### config.mk
export PLATFORM = sky130hd
export DESIGN_NAME = tcgr_ctrl
export DESIGN_NICKNAME = d
export VERILOG_FILES = /design/src/rtl/core/tcgr_pkg.sv /design/src/rtl/core/tcgr_ctrl.sv
export SDC_FILE = /design/constraint.sdc
export NUM_CORES = 1
export LEC_CHECK = 0
export ABC_AREA = 1
export BUFFER_PORTS_ARGS = -buffer_cell sky130_fd_sc_hd__buf_2
export CORE_ASPECT_RATIO = 1.2
export CORE_MARGIN = 2
export CORE_UTILIZATION = 40
export CTS_BUF_LIST = sky130_fd_sc_hd__clkbuf_4
export DETAILED_ROUTE_END_ITERATION = 6
export HOLD_SLACK_MARGIN = 0.1
export PLACE_DENSITY = 0.72
export SETUP_SLACK_MARGIN = 0.3
export SLEW_MARGIN = 20
export SYNTH_ARGS = -nofsm -noshare
export SYNTH_HDL_FRONTEND = slang
export SYNTH_SLANG_ARGS = --single-unit
export TNS_END_PERCENT = 10
### constraint.sdc
create_clock -name clk -period 1.5 [get_ports clk]
set_clock_uncertainty 0.15 [all_clocks]
set_input_delay 0.375 -clock clk [delete_from_list [all_inputs] [get_ports clk]]
set_output_delay 0.375 -clock clk [all_outputs]
set_load 0.05 [all_outputs]
### src/rtl/core/tcgr_pkg.sv
package tcgr_pkg;

  localparam int GLYPH_COUNT_DEF = 256;
  localparam int COORD_MAX_DEF   = 4095;

  localparam int COORD_W         = 12;
  localparam int COORD_FIELD_MAX = 4095;
  localparam int COLOUR_W        = 8;
  localparam int ROW_W           = 3;
  localparam int CELL            = 8;
  localparam logic [ROW_W-1:0] ROW_LAST = 3'd7;

  localparam logic [7:0] CH_TAB     = 8'd9;
  localparam logic [7:0] CH_NEWLINE = 8'd10;
  localparam logic [7:0] CH_SPACE   = 8'd32;

  // Input command codes (carried on the input tuser).
  localparam logic [1:0] CMD_CHAR  = 2'd0;
  localparam logic [1:0] CMD_BACK  = 2'd1;
  localparam logic [1:0] CMD_CLEAR = 2'd2;
  localparam logic [1:0] CMD_LOAD  = 2'd3;

  // Result kinds (carried on the output tuser).
  localparam logic KIND_SPAN = 1'b0;
  localparam logic KIND_FILL = 1'b1;

  // Configuration register indexes.
  localparam logic [2:0] REG_LEFT   = 3'd0;
  localparam logic [2:0] REG_TOP    = 3'd1;
  localparam logic [2:0] REG_RIGHT  = 3'd2;
  localparam logic [2:0] REG_BOTTOM = 3'd3;
  localparam logic [2:0] REG_INK    = 3'd4;
  localparam logic [2:0] REG_PAPER  = 3'd5;

  typedef enum logic [6:0] {
    S_IDLE  = 7'b0000001,
    S_WRAP  = 7'b0000010,
    S_CELL  = 7'b0000100,
    S_BACK  = 7'b0001000,
    S_START = 7'b0010000,
    S_ROWS  = 7'b0100000,
    S_FILL  = 7'b1000000
  } state_t;

  typedef struct packed {
    logic             take;
    logic             newline;
    logic             clear;
    logic             load_glyph;
    logic             wrap;
    logic             back;
    logic             place;
    logic             cell_sel;
    logic [ROW_W-1:0] rd_row;
    logic             load_span;
    logic             load_fill;
    logic [ROW_W-1:0] row;
    logic             cur;
    logic             last;
  } cmd_t;

  typedef struct packed {
    logic corner;
    logic draw0;
    logic draw1;
    logic two;
    logic cell_end;
    logic out_free;
  } status_t;

endpackage

### src/rtl/core/tcgr_ctrl.sv
module tcgr_ctrl
  import tcgr_pkg::*;
(
  input  logic       clk,
  input  logic       rst,
  input  logic       in_valid,
  input  logic [1:0] in_cmd,
  input  logic [7:0] in_code,
  output logic       in_ready,
  output cmd_t       cmd,
  input  status_t    stat
);

  state_t           state, state_next;
  logic             sel, sel_next;
  logic             cur, cur_next;
  logic [ROW_W-1:0] row, row_next;
  logic             more;

  assign in_ready = (state == S_IDLE);
  // A second cell of a tab follows the first one when the second cell is drawn.
  assign more = !cur && stat.two && stat.draw1;

  always_comb begin
    state_next = state;
    sel_next   = sel;
    cur_next   = cur;
    row_next   = row;
    cmd        = '0;
    cmd.rd_row = row;
    cmd.row    = row;
    cmd.cur    = cur;
    cmd.cell_sel = sel;
    unique case (state)
      S_IDLE: begin
        if (in_valid) begin
          cmd.take = 1'b1;
          unique case (in_cmd)
            CMD_CHAR: begin
              if (in_code == CH_NEWLINE) begin
                cmd.newline = 1'b1;
              end else begin
                sel_next   = 1'b0;
                state_next = S_WRAP;
              end
            end
            CMD_BACK: begin
              sel_next   = 1'b0;
              state_next = S_BACK;
            end
            CMD_CLEAR: begin
              cmd.clear  = 1'b1;
              state_next = S_FILL;
            end
            CMD_LOAD: begin
              cmd.load_glyph = 1'b1;
            end
            default: begin
              state_next = S_IDLE;
            end
          endcase
        end
      end
      S_WRAP: begin
        cmd.wrap   = 1'b1;
        state_next = S_CELL;
      end
      S_BACK: begin
        if (stat.corner) begin
          state_next = S_IDLE;
        end else begin
          cmd.back   = 1'b1;
          state_next = S_CELL;
        end
      end
      S_CELL: begin
        cmd.place = 1'b1;
        if (stat.two && !sel) begin
          sel_next   = 1'b1;
          state_next = S_WRAP;
        end else begin
          state_next = S_START;
        end
      end
      S_START: begin
        cmd.rd_row = '0;
        row_next   = '0;
        if (stat.draw0) begin
          cur_next   = 1'b0;
          state_next = S_ROWS;
        end else if (stat.two && stat.draw1) begin
          cur_next   = 1'b1;
          state_next = S_ROWS;
        end else begin
          state_next = S_IDLE;
        end
      end
      S_ROWS: begin
        if (stat.out_free) begin
          cmd.load_span = 1'b1;
          cmd.last      = stat.cell_end && !more;
          if (stat.cell_end) begin
            row_next   = '0;
            cmd.rd_row = '0;
            if (more) begin
              cur_next = 1'b1;
            end else begin
              state_next = S_IDLE;
            end
          end else begin
            row_next   = row + 1'b1;
            cmd.rd_row = row + 1'b1;
          end
        end
      end
      S_FILL: begin
        if (stat.out_free) begin
          cmd.load_fill = 1'b1;
          state_next    = S_IDLE;
        end
      end
      default: begin
        state_next = S_IDLE;
      end
    endcase
  end

  always_ff @(posedge clk) begin
    if (rst) begin
      state <= S_IDLE;
      sel   <= 1'b0;
      cur   <= 1'b0;
      row   <= '0;
    end else begin
      state <= state_next;
      sel   <= sel_next;
      cur   <= cur_next;
      row   <= row_next;
    end
  end

endmodule

== After elaboration in Yosys (flattened, before gate mapping) ==
Cells that the tools add are included.
Widths: inputs -> output; s select.

* Flip-flop bits (word level): 12
* Input bits: 19
* Logic and storage cells: 85

* Add/subtract/negate cells: 1
* Equal/unequal tests: 22
* Multiplexer cells: 43
* Reduce and logical (&&, ||, !) cells: 15

{| class="wikitable"
|+ Operators by type and width
! cell !! number
|-
| $mux 7 || 7
|-
| $pmux 7 s7 || 1
|-
| $mux 1 || 21
|-
| $pmux 7 s3 || 1
|-
| $ne 2x2->1 const B || 7
|-
| $mux 4 || 3
|-
| $pmux 3 s2 || 2
|-
| $reduce_and 5->1 || 2
|-
| $mux 3 || 3
|-
| $eq 8x4->1 const B || 1
|-
| $eq 7x1->1 const B || 1
|-
| $eq 7x2->1 const B || 1
|-
| $eq 7x3->1 const B || 1
|-
| $eq 7x4->1 const B || 1
|-
| $eq 7x5->1 const B || 1
|-
| $eq 7x6->1 const B || 1
|-
| $eq 7x7->1 const B || 1
|-
| $reduce_and 7->1 || 1
|-
| $mux 6 || 1
|-
| $ne 3x3->1 const B || 2
|-
| $pmux 1 s2 || 3
|-
| $logic_and 1x1->1 || 5
|-
| $mux 5 || 1
|-
| $eq 2x2->1 const B || 2
|-
| 8 further kinds || 11
|}

== Longest topological paths before layout ==
* Depth in word-level cells: 7
* Mapped depth: 11
* Mapped depth without buffers: 11

== Worst setup path after synthesis ==
OpenSTA, ideal clock, no wires.

* Path type: register -> output
* From: register state[5]
* To: output cmd[0] in the netlist's numbering
* Data arrival time: 1848 ps
* Data required time: 975 ps
* Slack: -873 ps
* Stages on the path, launching flop included: 5
* Buffers on the path: 0
* Cell sequence: dfxtp_1 > nand3_4 > nor2_4 > inv_2 > nor3_1

{| class="wikitable"
|+ RTL lines
! what !! line !! text
|-
| start, declared || tcgr_ctrl.sv:14 || <nowiki>state_t state, state_next;</nowiki>
|-
| start signal, assigned || tcgr_ctrl.sv:135 || <nowiki>state <= state_next;</nowiki>
|-
| end, declared || tcgr_ctrl.sv:10 || <nowiki>output cmd_t cmd,</nowiki>
|}

==> qor.yml <==
cts_made_buffers: 3
syn-mean-instance-area_um2: 6.647
layout.cells.non_filler: 298
root_buffer: "clkbuf_4"
crit_type: "reg2out"
ys_async_sr_fraction_pct: 0
synth_top_flop_cell: "dfxtp_1"
dp_hpwl_mm: 2.610
antennaDiodeCount: 0
power_density_nw_per_um2: 1422
fin_setup_tns_ns: -8.627
fin_crit_sh_pct: 144.2
worstMarginPinSlew_ns: 0.3954
violations: "setup timing"
nets: 289
clock_sinks: 12
maxCapViolations: 0
ant_nets: 0
multi_input_area_um2: 954.7
postCtsHoldBufs: 0
critPathSlowestCell: "dfxtp_2"
yosysSeqAreaShare_pct: 20.53
cp_max_fo: 4
ys_top_cells_by_area: "dfxtp_1, nand2_1, nor2_1, inv_1, nor2_4"
synth.largest_area_cell: "dfxtp_1"
n_fill_cell: 213
max_stage_delay_ns: 0.35
max-vdd-ir-drop_mv: 1.045
ys_top_cells_by_count: "nand2_1, nor2_1, inv_1"
synth-edff-count: 0
clockBufferDepth: 2
rsz0062_at_grt: "true"
min_period_ns: 2.163
core_um2: 2785
grt-ovfl-total: 0
via_per_inst: 5.084
p_leak_nw: 1.040
seqCellArea_um2: 262.8
yosysWarnings: 0
tritoncts: "done"
chipHeight_um: 63.24
setup_slack_ns: -0.6627
synth.distinct_cells: 29
cts_max_level: 1
grt_usage_pct: 25.65
synth_seq_cells: 12
drc_errors: 0
antenna_found_initial: 0
cp.required_ns: 0.97
drtPass1Iterations: 5
wirelength_mm: 4.052
worstSkewPairLatency_ns: 0.30
synth.top_cell.area_share_pct: 20.53
grt_max_degree: 8
setup-violations-final: 25
end_kind: "output pin"
min_path_type: "in2reg"
path_clk_slew_ns: 0.09
final_max_slew_viol_count: 0
synth.most_common_cell: "nand2_1"
syn-instance-count: 176
synth_fp_nets: 200
vias: 1515
syn_area_um2: 1170
drt_iter0_drc: 30
crit_chain: "inv_1 -> nand2_1 -> nor2_2 -> nand3_2 -> nand2_4 -> a21oi_4 -> nor2_4 -> buf_8"
drive_gt1_share_pct: 62.12
grt_pass1_vias: 1536
port_buffers: 37
slew_headroom_pct: 73.64
outcome: "complete, but fails checks"
dieArea_um2: 3375
io_pins: 38
critPathLaunchType: "register"
wl_per_cell_um: 13.60
numPlacedInstances: 288
post-place-ws_ns: -0.3695
place_congestion: 0.8075
fmax_mhz: 462.4
initial_core_util_pct: 42.00
area_growth_pct: 81.60
dieWidth_um: 53.37
grt_pass1_wl_mm: 6.396
finalHoldViolations: 0
critical_path_arrival_ns: 1.64
rows: 21
## layout by cell type (no fill, tap or decap)
master,n
clkinv_1,1
inv_4,2
o21ai_1,2
a21oi_4,4
buf_8,8
and3_2,1
nand2_1,28
inv_2,6
dfxtp_4,4
inv_1,22
ha_1,5
nand3_4,1
o21a_1,1
nand3_1,8
clkbuf_4,3
o22ai_1,1
nand4_1,2
nor3_2,2
xor2_1,1
nor2_4,18
o211ai_1,1
nand2_2,6
nor3_1,2
buf_2,18
a21oi_1,5
buf_6,14
nand3_2,7
buf_4,47
nor3_4,3
dfxtp_1,2
nor2_2,10
dfxtp_2,6
nor2_1,16
nand2_4,4
nand3b_1,3
## flip-flops by register name (all words and copies together) (netlist names)
| register | flops |
|---|---|
| sel | 1 |
| cur | 1 |
| row | 3 |
| state | 7 |
## metrics by stage
stage | power, mW | cell area (um^2) | util [%] | hold WS, ns
after floorplan | 1.775 | 1255 | - | 0.2873
after global placement | 2.352 | 1790 | 64.29 | 0.3425
after detailed placement | 2.391 | 1790 | 64.29 | 0.3455
after CTS | 2.830 | 2026 | 72.73 | 0.2224
after global routing | 3.203 | 2125 | 76.28 | 0.2376
final | 3.021 | 2125 | 76.28 | 0.2205
## layout make-up
type	count	area share (%)
clock buffers	3	1.060
flip-flops and latches	12	12.37
inverters	30	5.536
clock inverters	1	0.1767
well taps	34	2.002
repair buffers	87	33.92
multi-input cells	131	44.94
## cell families after synthesis
group                    synth area share (%)
XOR/XNOR                               0.7488
adder cells (fa/ha/maj)                 5.348
flip-flops                              20.53
AND/OR/NAND/NOR                         53.16
buffers and inverters                   11.76
AO/OA/AOI/OAI                           8.450
## critical path: cells and delay by family, from the launching register on
kind,cells,cell delay (ns)
buffers and inverters,2,0.24
DFF,1,0.35
and+or+nand+nor,5,0.68
AOI/OAI and AO/OA,1,0.06
## final timing paths
check	startpoint	end	slack, ns	cells past startpoint
max	state[3]	cmd[7]	-0.66	8
min	stat[4]	cur	0.22	4
max reg2reg	state[0]	cur	-0.22	10
min reg2reg	sel	sel	0.35	2
## power breakdown
part	switching (mW)	internal, mW
Sequential	0.0856	0.403
Combinational	1.34	0.959
Clock	0.135	0.0971
## layer usage
metal	wire, um	track usage (%)	share of wire, %	up-vias
met5	0	0	0	-
met4	212	14.74	5.2	0
met3	171	3.318	4.2	21
met2	2211	46.60	55	57
met1	1457	26.57	36	706
li1	-	-	-	731
## repair_timing
item	in CTS	in global routing
setup buffers	1	5
setup endpoints to repair	31	31
gates resized for setup	60	18
pin swaps	4	8
(Power assumes the default switching activity.)
